## src/design/qtt_pkg.sv

```systemverilog
// Shared types, character codes and scan modes for the query text tokenizer.
// No dependencies; every other file of the block but qtt_if.sv imports this package.
package qtt_pkg;

   localparam logic [2:0] MODE_IDLE    = 3'd0;
   localparam logic [2:0] MODE_IDENT   = 3'd1;
   localparam logic [2:0] MODE_NUMBER  = 3'd2;
   localparam logic [2:0] MODE_STRING  = 3'd3;
   localparam logic [2:0] MODE_SYMPEND = 3'd4;

   localparam logic [2:0] KIND_IDENT  = 3'd0;
   localparam logic [2:0] KIND_NUMBER = 3'd1;
   localparam logic [2:0] KIND_STRING = 3'd2;
   localparam logic [2:0] KIND_SYMBOL = 3'd3;
   localparam logic [2:0] KIND_END    = 3'd4;

   localparam logic [7:0] CH_NUL   = 8'h00;
   localparam logic [7:0] CH_EQ    = 8'h3D;
   localparam logic [7:0] CH_BANG  = 8'h21;
   localparam logic [7:0] CH_LT    = 8'h3C;
   localparam logic [7:0] CH_GT    = 8'h3E;
   localparam logic [7:0] CH_QUOTE = 8'h22;
   localparam logic [7:0] CH_DOT   = 8'h2E;
   localparam logic [7:0] CH_UNDER = 8'h5F;

   localparam int MAX_RESULTS = 3;

   typedef struct packed {
      logic [2:0] token_kind;
      logic [7:0] char_out;
      logic       has_char;
      logic       token_first;
      logic       token_last;
   } qtt_result_type;

   // All results of one input byte; count is 0..MAX_RESULTS, and only groups with a nonzero count are pushed
   typedef struct packed {
      logic [1:0]                             count;
      qtt_result_type [MAX_RESULTS-1:0]       res;
   } qtt_group_type;

   typedef struct packed {
      logic empty;
      logic full;
   } qtt_queue_status_type;

   function automatic logic is_alpha(input logic [7:0] c);
      return (c >= 8'h61 && c <= 8'h7A) || (c >= 8'h41 && c <= 8'h5A);
   endfunction

   function automatic logic is_digit(input logic [7:0] c);
      return c >= 8'h30 && c <= 8'h39;
   endfunction

   function automatic logic is_space(input logic [7:0] c);
      return c == 8'h20 || (c >= 8'h09 && c <= 8'h0D);
   endfunction

   function automatic logic [2:0] mode_kind(input logic [2:0] m);
      logic [2:0] k;
      unique case (m)
         MODE_IDENT:  k = KIND_IDENT;
         MODE_NUMBER: k = KIND_NUMBER;
         MODE_STRING: k = KIND_STRING;
         default:     k = KIND_SYMBOL;
      endcase
      return k;
   endfunction

   function automatic qtt_result_type make_result(input logic [2:0] kind, input logic [7:0] ch,
                                                  input logic has, input logic first,
                                                  input logic last);
      qtt_result_type r;
      r.token_kind  = kind;
      r.char_out    = ch;
      r.has_char    = has;
      r.token_first = first;
      r.token_last  = last;
      return r;
   endfunction

endpackage

```

## src/design/qtt_if.sv

```systemverilog
// Valid/ready channel interfaces for the tokenizer's byte input and token output.
// No dependencies.
interface qtt_req_if;
   logic       valid;
   logic       ready;
   logic [7:0] char_in;
   logic       final_char;

   modport source (output valid, output char_in, output final_char, input ready);
   modport sink   (input valid, input char_in, input final_char, output ready);
endinterface

interface qtt_rsp_if;
   logic       valid;
   logic       ready;
   logic [2:0] token_kind;
   logic [7:0] char_out;
   logic       has_char;
   logic       token_first;
   logic       token_last;
   logic       item_last;

   modport source (output valid, output token_kind, output char_out, output has_char,
                   output token_first, output token_last, output item_last, input ready);
   modport sink   (input valid, input token_kind, input char_out, input has_char,
                   input token_first, input token_last, input item_last, output ready);
endinterface

```

## src/design/qtt_front.sv

```systemverilog
// Scanner front end: accepts one byte per beat, advances the scan state and
// builds the group of results the byte causes. Uses qtt_pkg and qtt_req_if.
module qtt_front (
   input  logic                         clock,
   input  logic                         reset,
   qtt_req_if.sink                      req,
   input  qtt_pkg::qtt_queue_status_type q_status,
   output logic                         push,
   output qtt_pkg::qtt_group_type       group
);
   import qtt_pkg::*;

   logic [2:0] mode_ff, mode_in;
   logic [7:0] hc_ff, hc_in;
   logic       hv_ff, hv_in;
   logic       hf_ff, hf_in;

   logic [7:0]    c;
   logic          fin;
   logic          cont;
   logic          do_close;
   logic          do_idle;
   logic [1:0]    n;
   qtt_group_type g;
   logic          accept;

   assign req.ready = !q_status.full;
   assign accept    = req.valid && req.ready;

   always_comb begin
      c        = req.char_in;
      fin      = req.final_char;
      mode_in  = mode_ff;
      hc_in    = hc_ff;
      hv_in    = hv_ff;
      hf_in    = hf_ff;
      n        = 2'd0;
      g        = '0;
      cont     = 1'b0;
      do_close = 1'b0;
      do_idle  = 1'b0;

      if (c != CH_NUL) begin
         unique case (mode_in)
            MODE_IDENT, MODE_NUMBER: begin
               cont = (mode_in == MODE_IDENT) ? (is_alpha(c) || is_digit(c) || c == CH_UNDER)
                                              : (is_digit(c) || c == CH_DOT);
               if (cont && hv_in) begin
                  g.res[n] = make_result(mode_kind(mode_in), hc_in, 1'b1, hf_in, 1'b0);
                  n        = n + 2'd1;
                  hc_in    = c;
                  hf_in    = 1'b0;
               end else begin
                  do_close = 1'b1;
                  do_idle  = 1'b1;
               end
            end
            MODE_STRING: begin
               if (c == CH_QUOTE) begin
                  do_close = 1'b1;
               end else if (hv_in) begin
                  g.res[n] = make_result(KIND_STRING, hc_in, 1'b1, hf_in, 1'b0);
                  n        = n + 2'd1;
                  hc_in    = c;
                  hf_in    = 1'b0;
               end else begin
                  hc_in = c;
                  hv_in = 1'b1;
                  hf_in = 1'b1;
               end
            end
            MODE_SYMPEND: begin
               if (c == CH_EQ && hv_in) begin
                  g.res[n] = make_result(KIND_SYMBOL, hc_in, 1'b1, 1'b1, 1'b0);
                  n        = n + 2'd1;
                  g.res[n] = make_result(KIND_SYMBOL, CH_EQ, 1'b1, 1'b0, 1'b1);
                  n        = n + 2'd1;
                  mode_in  = MODE_IDLE;
                  hc_in    = CH_NUL;
                  hv_in    = 1'b0;
                  hf_in    = 1'b0;
               end else begin
                  do_close = 1'b1;
                  do_idle  = 1'b1;
               end
            end
            default: begin
               mode_in = MODE_IDLE;
               do_idle = 1'b1;
            end
         endcase

         // Flush the held byte as the token's last character; an empty string still gives one result
         if (do_close) begin
            if (hv_in) begin
               g.res[n] = make_result(mode_kind(mode_in), hc_in, 1'b1, hf_in, 1'b1);
               n        = n + 2'd1;
            end else if (mode_in == MODE_STRING) begin
               g.res[n] = make_result(KIND_STRING, CH_NUL, 1'b0, 1'b1, 1'b1);
               n        = n + 2'd1;
            end
            mode_in = MODE_IDLE;
            hc_in   = CH_NUL;
            hv_in   = 1'b0;
            hf_in   = 1'b0;
         end

         // Rescan the byte as the start of a new token
         if (do_idle && !is_space(c)) begin
            if (is_alpha(c)) begin
               mode_in = MODE_IDENT;
               hc_in   = c;
               hv_in   = 1'b1;
               hf_in   = 1'b1;
            end else if (is_digit(c)) begin
               mode_in = MODE_NUMBER;
               hc_in   = c;
               hv_in   = 1'b1;
               hf_in   = 1'b1;
            end else if (c == CH_QUOTE) begin
               mode_in = MODE_STRING;
               hv_in   = 1'b0;
               hf_in   = 1'b0;
            end else if (c == CH_EQ || c == CH_BANG || c == CH_LT || c == CH_GT) begin
               mode_in = MODE_SYMPEND;
               hc_in   = c;
               hv_in   = 1'b1;
               hf_in   = 1'b1;
            end else begin
               g.res[n] = make_result(KIND_SYMBOL, c, 1'b1, 1'b1, 1'b1);
               n        = n + 2'd1;
            end
         end
      end

      if (c == CH_NUL || fin) begin
         if (mode_in != MODE_IDLE) begin
            if (hv_in) begin
               g.res[n] = make_result(mode_kind(mode_in), hc_in, 1'b1, hf_in, 1'b1);
               n        = n + 2'd1;
            end else if (mode_in == MODE_STRING) begin
               g.res[n] = make_result(KIND_STRING, CH_NUL, 1'b0, 1'b1, 1'b1);
               n        = n + 2'd1;
            end
         end
         g.res[n] = make_result(KIND_END, CH_NUL, 1'b0, 1'b1, 1'b1);
         n        = n + 2'd1;
         mode_in  = MODE_IDLE;
         hc_in    = CH_NUL;
         hv_in    = 1'b0;
         hf_in    = 1'b0;
      end

      g.count = n;
   end

   assign group = g;
   assign push  = accept && (n != 2'd0);

   always_ff @(posedge clock) begin
      if (reset) begin
         mode_ff <= MODE_IDLE;
         hv_ff   <= 1'b0;
         hf_ff   <= 1'b0;
      end else if (accept) begin
         mode_ff <= mode_in;
         hv_ff   <= hv_in;
         hf_ff   <= hf_in;
      end
   end

   always_ff @(posedge clock) begin
      if (accept) begin
         hc_ff <= hc_in;
      end
   end

   a_end_resets: assert property (@(posedge clock) disable iff (reset)
      accept && (req.char_in == CH_NUL || req.final_char) |=> mode_ff == MODE_IDLE && !hv_ff)
      else $error("scan state not cleared after end of input");

   a_idle_empty: assert property (@(posedge clock) disable iff (reset)
      mode_ff == MODE_IDLE |-> !hv_ff)
      else $error("byte held while idle");

   a_sympend_held: assert property (@(posedge clock) disable iff (reset)
      mode_ff == MODE_SYMPEND |-> hv_ff && hf_ff)
      else $error("pending symbol without its held byte");

   a_push_fits: assert property (@(posedge clock) disable iff (reset)
      push |-> !q_status.full)
      else $error("group pushed into full queue");

endmodule

```

## src/design/qtt_fifo.sv

```systemverilog
// Short queue of result groups between the scanner front end and the emitter.
// Uses qtt_pkg.
module qtt_fifo #(
   parameter int Depth = 4
) (
   input  logic                          clock,
   input  logic                          reset,
   input  logic                          push,
   input  qtt_pkg::qtt_group_type        wr_group,
   input  logic                          pop,
   output qtt_pkg::qtt_group_type        head,
   output qtt_pkg::qtt_queue_status_type status
);
   import qtt_pkg::*;

   localparam int PtrW = (Depth > 1) ? $clog2(Depth) : 1;
   localparam int CntW = $clog2(Depth + 1);

   qtt_group_type   mem_ff [Depth];
   logic [PtrW-1:0] wr_ptr_ff, wr_ptr_in;
   logic [PtrW-1:0] rd_ptr_ff, rd_ptr_in;
   logic [CntW-1:0] count_ff, count_in;

   assign status.empty = (count_ff == '0);
   assign status.full  = (count_ff == CntW'(Depth));
   assign head         = mem_ff[rd_ptr_ff];

   always_comb begin
      wr_ptr_in = wr_ptr_ff;
      rd_ptr_in = rd_ptr_ff;
      count_in  = count_ff;
      if (push) begin
         wr_ptr_in = (wr_ptr_ff == PtrW'(Depth - 1)) ? '0 : wr_ptr_ff + PtrW'(1);
      end
      if (pop) begin
         rd_ptr_in = (rd_ptr_ff == PtrW'(Depth - 1)) ? '0 : rd_ptr_ff + PtrW'(1);
      end
      case ({push, pop})
         2'b10:   count_in = count_ff + CntW'(1);
         2'b01:   count_in = count_ff - CntW'(1);
         default: count_in = count_ff;
      endcase
   end

   always_ff @(posedge clock) begin
      if (reset) begin
         wr_ptr_ff <= '0;
         rd_ptr_ff <= '0;
         count_ff  <= '0;
      end else begin
         wr_ptr_ff <= wr_ptr_in;
         rd_ptr_ff <= rd_ptr_in;
         count_ff  <= count_in;
      end
   end

   always_ff @(posedge clock) begin
      if (push) begin
         mem_ff[wr_ptr_ff] <= wr_group;
      end
   end

endmodule

```

## src/design/qtt_back.sv

```systemverilog
// Emitter: walks the head group one result per beat into the output register
// and marks the last result of each byte. Uses qtt_pkg and qtt_rsp_if.
module qtt_back (
   input  logic                          clock,
   input  logic                          reset,
   input  qtt_pkg::qtt_group_type        head,
   input  qtt_pkg::qtt_queue_status_type q_status,
   output logic                          pop,
   qtt_rsp_if.source                     rsp
);
   import qtt_pkg::*;

   logic           valid_ff;
   qtt_result_type res_ff;
   logic           item_last_ff;
   logic [1:0]     idx_ff, idx_in;
   logic           load;
   logic           take;
   logic           at_last;

   assign load    = !valid_ff || rsp.ready;
   assign take    = load && !q_status.empty;
   assign at_last = (idx_ff == head.count - 2'd1);
   assign pop     = take && at_last;
   assign idx_in  = at_last ? 2'd0 : idx_ff + 2'd1;

   always_ff @(posedge clock) begin
      if (reset) begin
         valid_ff <= 1'b0;
         idx_ff   <= 2'd0;
      end else if (load) begin
         valid_ff <= !q_status.empty;
         if (take) begin
            idx_ff <= idx_in;
         end
      end
   end

   // Hold the payload while the beat is stalled
   always_ff @(posedge clock) begin
      if (take) begin
         res_ff       <= head.res[idx_ff];
         item_last_ff <= at_last;
      end
   end

   assign rsp.valid       = valid_ff;
   assign rsp.token_kind  = res_ff.token_kind;
   assign rsp.char_out    = res_ff.char_out;
   assign rsp.has_char    = res_ff.has_char;
   assign rsp.token_first = res_ff.token_first;
   assign rsp.token_last  = res_ff.token_last;
   assign rsp.item_last   = item_last_ff;

endmodule

```

## src/design/query_text_tokenizer.sv

```systemverilog
// Query text tokenizer: one byte in per beat, one result out per beat.
// With the queue empty, a byte's first result passes through the group queue and the
// output register before rsp offers it. Throughput: one byte per cycle while results
// average at most one per byte; the emitter drains one result per cycle while rsp is
// ready, and the queue holds QueueDepth groups of up to 3 results before input stalls.
// Reset (synchronous, active high) empties the queue and returns the scanner to idle.
module query_text_tokenizer #(
   parameter int QueueDepth = 4
) (
   input  logic      clock,
   input  logic      reset,
   qtt_req_if.sink   req_chan,
   qtt_rsp_if.source rsp_chan
);
   import qtt_pkg::*;

   logic                 push;
   logic                 pop;
   qtt_group_type        wr_group;
   qtt_group_type        head;
   qtt_queue_status_type q_status;

   qtt_front u_front (
      .clock    (clock),
      .reset    (reset),
      .req      (req_chan),
      .q_status (q_status),
      .push     (push),
      .group    (wr_group)
   );

   qtt_fifo #(
      .Depth (QueueDepth)
   ) u_fifo (
      .clock    (clock),
      .reset    (reset),
      .push     (push),
      .wr_group (wr_group),
      .pop      (pop),
      .head     (head),
      .status   (q_status)
   );

   qtt_back u_back (
      .clock    (clock),
      .reset    (reset),
      .head     (head),
      .q_status (q_status),
      .pop      (pop),
      .rsp      (rsp_chan)
   );

endmodule

```

## src/flat_wrapper.sv

```systemverilog
// flat-port wrapper written by rule: the top's interface ports become plain ports
module query_text_tokenizer_flat import qtt_pkg::*;
#(
   parameter int QueueDepth = 4
)
  (clock, reset, req_chan_valid, req_chan_char_in, req_chan_final_char, req_chan_ready, rsp_chan_valid, rsp_chan_token_kind, rsp_chan_char_out, rsp_chan_has_char, rsp_chan_token_first, rsp_chan_token_last, rsp_chan_item_last, rsp_chan_ready);
  qtt_req_if req_chan_i ();
  qtt_rsp_if rsp_chan_i ();
  input  logic clock;
  input  logic reset;
  input wire logic [$bits(req_chan_i.valid)-1:0] req_chan_valid;
  input wire logic [$bits(req_chan_i.char_in)-1:0] req_chan_char_in;
  input wire logic [$bits(req_chan_i.final_char)-1:0] req_chan_final_char;
  output wire logic [$bits(req_chan_i.ready)-1:0] req_chan_ready;
  output wire logic [$bits(rsp_chan_i.valid)-1:0] rsp_chan_valid;
  output wire logic [$bits(rsp_chan_i.token_kind)-1:0] rsp_chan_token_kind;
  output wire logic [$bits(rsp_chan_i.char_out)-1:0] rsp_chan_char_out;
  output wire logic [$bits(rsp_chan_i.has_char)-1:0] rsp_chan_has_char;
  output wire logic [$bits(rsp_chan_i.token_first)-1:0] rsp_chan_token_first;
  output wire logic [$bits(rsp_chan_i.token_last)-1:0] rsp_chan_token_last;
  output wire logic [$bits(rsp_chan_i.item_last)-1:0] rsp_chan_item_last;
  input wire logic [$bits(rsp_chan_i.ready)-1:0] rsp_chan_ready;
  assign req_chan_i.valid = req_chan_valid;
  assign req_chan_i.char_in = req_chan_char_in;
  assign req_chan_i.final_char = req_chan_final_char;
  assign req_chan_ready = req_chan_i.ready;
  assign rsp_chan_valid = rsp_chan_i.valid;
  assign rsp_chan_token_kind = rsp_chan_i.token_kind;
  assign rsp_chan_char_out = rsp_chan_i.char_out;
  assign rsp_chan_has_char = rsp_chan_i.has_char;
  assign rsp_chan_token_first = rsp_chan_i.token_first;
  assign rsp_chan_token_last = rsp_chan_i.token_last;
  assign rsp_chan_item_last = rsp_chan_i.item_last;
  assign rsp_chan_i.ready = rsp_chan_ready;
  query_text_tokenizer #(.QueueDepth(QueueDepth)) u_core (.clock(clock), .reset(reset), .req_chan(req_chan_i), .rsp_chan(rsp_chan_i));
endmodule
```

## config.mk

```make
export PLATFORM = sky130hd
export DESIGN_NAME = query_text_tokenizer_flat
export DESIGN_NICKNAME = d
export VERILOG_FILES = /design/src/design/qtt_pkg.sv /design/src/design/qtt_if.sv /design/src/design/qtt_front.sv /design/src/design/qtt_fifo.sv /design/src/design/qtt_back.sv /design/src/design/query_text_tokenizer.sv /design/src/flat_wrapper.sv
export SDC_FILE = /design/constraint.sdc
export NUM_CORES = 1
export LEC_CHECK = 0
export BUFFER_PORTS_ARGS = -buffer_cell sky130_fd_sc_hd__buf_4
export CAP_MARGIN = 25
export CELL_PAD_IN_SITES_DETAIL_PLACEMENT = 1
export CELL_PAD_IN_SITES_GLOBAL_PLACEMENT = 2
export CORE_MARGIN = 4
export CORE_UTILIZATION = 45
export CTS_CLUSTER_SIZE = 40
export DETAILED_ROUTE_END_ITERATION = 12
export GPL_ROUTABILITY_DRIVEN = 0
export GPL_TIMING_DRIVEN = 0
export PLACE_DENSITY = 0.92
export SLEW_MARGIN = 30
export SYNTH_ARGS = -nofsm -noshare
export SYNTH_HDL_FRONTEND = slang
export SYNTH_SLANG_ARGS = --single-unit
```

## constraint.sdc

```tcl
create_clock -name clock -period 7.72 [get_ports clock]
set_input_delay 1.544 -clock clock [delete_from_list [all_inputs] [get_ports clock]]
set_output_delay 1.544 -clock clock [all_outputs]
set_load 0.05 [all_outputs]
```

==> results of run 1 <==
==> timing repair <==
item                                    CTS  global route
buffers inserted                          0             0
hold buffers                              0             0
resized for setup                         0             4
endpoints found under the setup margin    0            53
==> through the flow <==
| step | hold WS (ns) | util [%] | setup slack [ns] | power (W) |
|---|---|---|---|---|
| final | 0.493 | 51.6 | 0.606 | 0.00349 |
| after global routing | 0.529 | 51.6 | 0.125 | 0.00364 |
| after CTS | 0.497 | 51.5 | 0.228 | 0.00351 |
| after detailed placement | 0.494 | 48.3 | -0.273 | 0.00245 |
| after global placement | 0.456 | 48.0 | -1.17 | 0.00239 |
| after floorplan | 0.454 | - | 0.538 | 0.00217 |
==> per-layer routing <==
| layer | share of wire [%] | up-vias | wire (um) | global-route usage (%) |
|---|---|---|---|---|
| met2 | 51 | 207 | 14300 | 37.5 |
| met5 | 0 | - | 0 | 0 |
| met4 | 1.4 | 0 | 385 | 3.73 |
| met3 | 4.7 | 35 | 1340 | 2.44 |
| li1 | - | 3266 | - | - |
| met1 | 43 | 3678 | 12300 | 29.7 |
==> registers in the layout, indices dropped and copies added, names as in the netlist, 2 cells and up, named ones only <==
register,count
u_core.u_front.hc_ff,8
u_core.u_fifo.wr_ptr_ff,2
u_core.u_fifo.mem_ff,176
u_core.u_fifo.rd_ptr_ff,2
u_core.u_back.rsp.token_kind,3
u_core.u_front.mode_ff,3
u_core.u_back.idx_ff,2
u_core.u_fifo.count_ff,3
u_core.u_back.rsp.char_out,8
==> path summary, 6_finish.rpt <==
check | startpoint | cells past startpoint | to
min | u_core.u_back.rsp.valid$_SDFFE_PP0P_ | 2 | u_core.u_back.rsp.valid$_SDFFE_PP0P_
max | req_chan_char_in[5] | 27 | u_core.u_fifo.count_ff[2]$_SDFFE_PP0P_
max reg2reg | u_core.u_front.mode_ff[2]$_SDFFE_PP0P_ | 26 | u_core.u_fifo.count_ff[2]$_SDFFE_PP0P_
min reg2reg | u_core.u_back.rsp.valid$_SDFFE_PP0P_ | 2 | u_core.u_back.rsp.valid$_SDFFE_PP0P_
==> worst max-delay path: stages <==
cell and delay [ns]:
buf_4 0.08, clkbuf_1 0.40, nor3b_2 0.39, and2_1 0.20, a22o_2 0.22, and2_1 0.17, a22oi_1 0.17, ha_1 0.34
inv_1 0.04, o31ai_1 0.42, ha_1 0.34, and3_1 0.16, a211oi_2 0.34, inv_1 0.12, ha_1 0.33, mux2i_1 0.10
ha_1 0.31, a2bb2oi_1 0.06, o21ai_0 0.19, a31oi_4 0.21, inv_1 0.10, ha_1 0.20, inv_1 0.08, fa_1 0.44
xor2_1 0.16, or3_1 0.30, a21oi_1 0.13
==> area by class of cell <==
| type | instances | area (um2) | share of cell area, % |
|---|---|---|---|
| buffer | 48 | 198 | 1.64 |
| clock buffer | 33 | 686 | 5.68 |
| clock inverter | 9 | 55.1 | 0.456 |
| inverter | 42 | 158 | 1.31 |
| multi-input combinational | 489 | 4020 | 33.3 |
| sequential | 216 | 6320 | 52.3 |
| tap | 319 | 399 | 3.31 |
| timing repair buffer | 27 | 240 | 1.99 |
==> cell families after synthesis <==
kind of cell	count (synthesis)	synth area share, %
AND/OR/NAND/NOR	188	9.07
XOR/XNOR	7	0.576
flip-flops	216	59.3
AO/OA/AOI/OAI	208	14.0
adder cells (fa/ha/maj)	20	2.40
multiplexers	66	11.4
buffers and inverters	90	3.29
==> synthesized netlist by cell type (5+ instances only) <==
cell type    n
edfxtp_1   199
and2_1      10
nor2_1      41
clkbuf_1    34
a222oi_1     7
mux2i_1     20
mux4_2      44
and3_1      11
a31oi_1     10
o22a_1       5
nand3_1     16
ha_1        18
nor3b_1      6
a22oi_1      9
o32ai_1     10
nor2b_1      5
inv_1       41
a211oi_1     5
a21oi_1     42
dfxtp_1     17
a21o_1       8
o22ai_1     40
o31ai_1      5
nand2_1     48
a22o_1       5
a21boi_0     5
nor3_1      18
o21ai_0     19
buf_1        9
nand2b_1     5
==> where the power goes <==
part / total [W] / leakage [nW] / internal (W) / switching (W)
clock network: 0.00106 / 0.363 / 0.000621 / 0.000441
registers: 0.00151 / 2.03 / 0.00146 / 0.0000466
logic: 0.000916 / 1.67 / 0.000320 / 0.000597
total: 0.00349 / 4.06 / 0.00240 / 0.00108
==> impl_metrics.tcl, run 1 <==
set metrics [dict create \
    design.die.area_um2 26200 \
    critPathCaptureType "flip-flop" \
    hold_viol 0 \
    setup_tns_ns 0 \
    syn_inst 795 \
    place_inst 1141 \
    antenna_found_initial 0 \
    drv_slew 0 \
    clk_path_buf_depth 3 \
    clk_pin_slew_ns 0.06 \
    async_reset_ff_share_pct 0 \
    drt_iter0_markers 577 \
    cts_max_level 1 \
    ios 30 \
    critPathKind "in -> reg" \
    root_buffer "clkbuf_16" \
    port_buffers 24 \
    instances_no_fill 1183 \
    synth_edf_count 199 \
    p_per_area_nw_per_um2 289 \
    cp_max_fo 10 \
    slew_headroom_pct 39.4 \
    arrival_ns 7.55 \
    yosys.area.top_type "edfxtp_1" \
    dp_hpwl_um 20500 \
    n_fill_cell 2403 \
    grtUsageTotal_pct 21.5 \
    synthesis.area_um2 10700 \
    cts_buffers 24 \
    synth_top_cell_area_share_pct 56.1 \
    ant_nets 0 \
    seq_area_frac_synth_pct 59.3 \
    design.core.area_um2 23400 \
    grt_pass1_wl_um 44200 \
    period_share_pct 92.2 \
    final_cell_mix "199 x edfxtp_1, 48 x nand2_1, 44 x mux4_2" \
    post-route-min-period_ns 7.11 \
    yosysWarningCount 0 \
    grt_max_degree 45 \
    ir_drop_uv 160 \
    final_layout_size_suffix_gt1_share_pct 16.9 \
    rsz0062_at_grt "no" \
    fin_area_um2 12100 \
    vias_per_cell 6.07 \
    rows 56 \
    crit_required_ns 8.16 \
    cap_violations 0 \
    status "completed" \
    layout-area-overhead-vs-synth_pct 13.3 \
    final_common_cell "edfxtp_1" \
    dr.pass1.iters 6 \
    drt_wl_total_um 28300 \
    wire_per_inst_um 23.9 \
    die_w_um 162 \
    yosysUniqueCellTypes 82 \
    die_y_um 162 \
    placed_cell_area_um2 11300 \
    grt_pass1_vias 7523 \
    synth-seq-cells 216 \
    tritoncts "built" \
    fin_nets 880 \
    drc 0 \
    vias 7186 \
    clk_latency_ns 0.51 \
    synthFlopType "edfxtp_1" \
    max_freq_ghz 0.141 \
    synth_area_leaders "edfxtp_1 56%, mux4_2 9.3%, dfxtp_1 3.2%" \
    setup-violations-final 0 \
    startpoint_type "primary input" \
    start_util_pct 45.5 \
    overflow 0 \
    syn_avg_cell_area_um2 13.4 \
    synth_fp_nets 827 \
    num_antenna_cells 0 \
    r2r_slack_ns 1.53 \
    worstMarginPinSlew_ns 0.907 \
    cts.sinks 216 \
    hold_path.class "reg -> reg" \
    fin_skew_ns 0.0163 \
    p_leak_nw 4.06 \
]
(Power assumes the default switching activity.)
==> inputs of run 2 (changes only) <==
--- a/config.mk
+++ b/config.mk
@@ -11,6 +11,7 @@
 export CELL_PAD_IN_SITES_GLOBAL_PLACEMENT = 2
 export CORE_MARGIN = 4
 export CORE_UTILIZATION = 45
+export CTS_BUF_LIST = sky130_fd_sc_hd__clkbuf_8
 export CTS_CLUSTER_SIZE = 40
 export DETAILED_ROUTE_END_ITERATION = 12
 export GPL_ROUTABILITY_DRIVEN = 0
==> run 2 against run 1 <==
Compared with the run above: sequential power is essentially flat; critical path depth is the same; global-route usage hardly changed; flip-flop and latch count unchanged; cell count grew 2.1%; combinational power fell by 0.8%; clock skew up 0.0026 ns; critical endpoint unchanged; largest cell class unchanged; highest routed layer unchanged.
==> impl_metrics.tcl, run 2 (synthesis gave the netlist of run 1 again) <==
set metrics [dict create \
    status "completed" \
    setup-violations-final 0 \
    cap_violations 0 \
    critPathKind "in -> reg" \
    vias 7232 \
    final_common_cell "edfxtp_1" \
    path_delay_family "adder cells" \
    grt_pass1_wl_um 44100 \
    final_layout_size_suffix_gt1_share_pct 17.8 \
    fin_nets 893 \
    clk_path_buf_depth 3 \
    max_freq_ghz 0.141 \
    p_per_area_nw_per_um2 280 \
    die_y_um 162 \
    final_cell_mix "199 x edfxtp_1, 61 x inv_1, 48 x nand2_1" \
    ctsResizeCount 0 \
    worstMarginPinSlew_ns 0.919 \
    dr.pass1.iters 5 \
    r2r-end "u_core.u_fifo.count_ff[2]$_SDFFE_PP0P_" \
    layout-area-overhead-vs-synth_pct 12.8 \
    arrival_ns 7.55 \
    cp_max_fo 10 \
    tritoncts "built" \
    ios 30 \
    cts_max_level 2 \
    globalRouteMet3Util_pct 3.07 \
    drt_iter0_markers 586 \
    p_total_w 0.00336 \
    rsz0062_at_grt "no" \
    met1_usage_pct 29.7 \
    crit_top_cell "ha_1" \
    cts_buffers 37 \
    multi_input_area_um2 4020 \
    largest_register_ffs 176 \
    finish.utilization_pct 51.3 \
    drt_wl_total_um 28100 \
    min_to "u_core.u_fifo.count_ff[2]$_SDFFE_PP0P_" \
    ant_nets 0 \
    reg2reg_from "u_core.u_front.mode_ff[2]$_SDFFE_PP0P_" \
    slew_headroom_pct 38.6 \
    grt_pass1_vias 7576 \
    design.core.area_um2 23400 \
    instances_no_fill 1208 \
    r2r_slack_ns 1.54 \
    p_leak_nw 4.11 \
    start_util_pct 45.5 \
    worst_hold_slack_ns 0.517 \
    period_share_pct 92.1 \
    port_buffers 24 \
    fin_skew_ns 0.0189 \
    hold_path.class "reg -> reg" \
    grtUsageTotal_pct 21.5 \
    seqCellArea_um2 6320 \
    rr_worst_depth 26 \
    crit_required_ns 8.16 \
    overflow 0 \
    crit_buf_inv 6 \
    top_usage_layer "met2" \
    dp_hpwl_um 20500 \
    n_fill_cell 2427 \
    ir_drop_uv 136 \
    drc 0 \
    design.die.area_um2 26200 \
    rows 56 \
    place_inst 1141 \
    cts_post_setup_buffers_inserted 0 \
    vias_per_cell 5.99 \
    clk_pin_slew_ns 0.06 \
    use_met2_pct 36.7 \
    post-route-min-period_ns 7.11 \
    antenna_found_initial 0 \
    die_w_um 162 \
    critPathCaptureType "flip-flop" \
    drv_slew 0 \
    hold_viol 0 \
    cts_hold_buf 0 \
    wire_per_inst_um 23.3 \
    hp-start "u_core.u_fifo.count_ff[2]$_SDFFE_PP0P_" \
    whs_path_depth 2 \
    clk_latency_ns 0.51 \
    root_buffer "clkbuf_8" \
    slowest_stage "fa_1" \
    num_antenna_cells 0 \
    cts.sinks 216 \
    startpoint_type "primary input" \
    grt_max_degree 45 \
    top_register "u_core.u_fifo.mem_ff" \
    critPathMaxStageDelay_ns 0.44 \
]
[run 2: per-layer routing]
metal	share of wire (%)	vias up	routed length [um]
met5	0	-	0
met4	1.3	0	370
met3	5.1	34	1440
met2	50	213	14100
met1	44	3687	12200
li1	-	3298	-
[run 2: worst max-delay path by stage]
stage,slack (ns),to,cells after the start,start
floorplan,0.54,u_core.u_fifo.mem_ff[3][0]$_DFFE_PP_,19,req_chan_char_in[6]
global placement,-1.17,u_core.u_fifo.mem_ff[3][18]$_DFFE_PP_,21,req_chan_char_in[5]
detailed placement,-0.27,u_core.u_fifo.count_ff[2]$_SDFFE_PP0P_,27,req_chan_char_in[5]
CTS,0.24,u_core.u_fifo.count_ff[2]$_SDFFE_PP0P_,27,req_chan_char_in[5]
global route,0.14,u_core.u_fifo.count_ff[2]$_SDFFE_PP0P_,27,req_chan_char_in[5]
finish,0.61,u_core.u_fifo.count_ff[2]$_SDFFE_PP0P_,27,req_chan_char_in[5]
[run 2: worst min-delay path, stage by stage (launching register included)]
cell and delay (ns):
dfxtp_1 0.33, o21ai_0 0.08, a21oi_1 0.06
[run 2: final cells by class]
class	count	area share (%)
clock buffers	39	4.47
multi-input cells	489	33.5
well taps	319	3.32
inverters	42	1.31
flip-flops and latches	216	52.6
clock inverters	28	1.21
repair buffers	27	2.00
plain buffers	48	1.65
[run 2: through the flow]
step           area, um2  worst slack (ns)  setup TNS, ns
3_3_place_gp       11200             -1.17        -202.08
4_1_cts            12000             0.239              0
2_1_floorplan      10700             0.538              0
3_5_place_dp       11300            -0.273          -9.62
6_report           12000             0.608              0
5_1_grt            12000             0.141              0
[run 2: power breakdown]
part	leakage (nW)	internal, W	switching [W]
logic	1.67	0.000319	0.000590
registers	2.03	0.00146	0.0000455
clock network	0.412	0.000501	0.000446
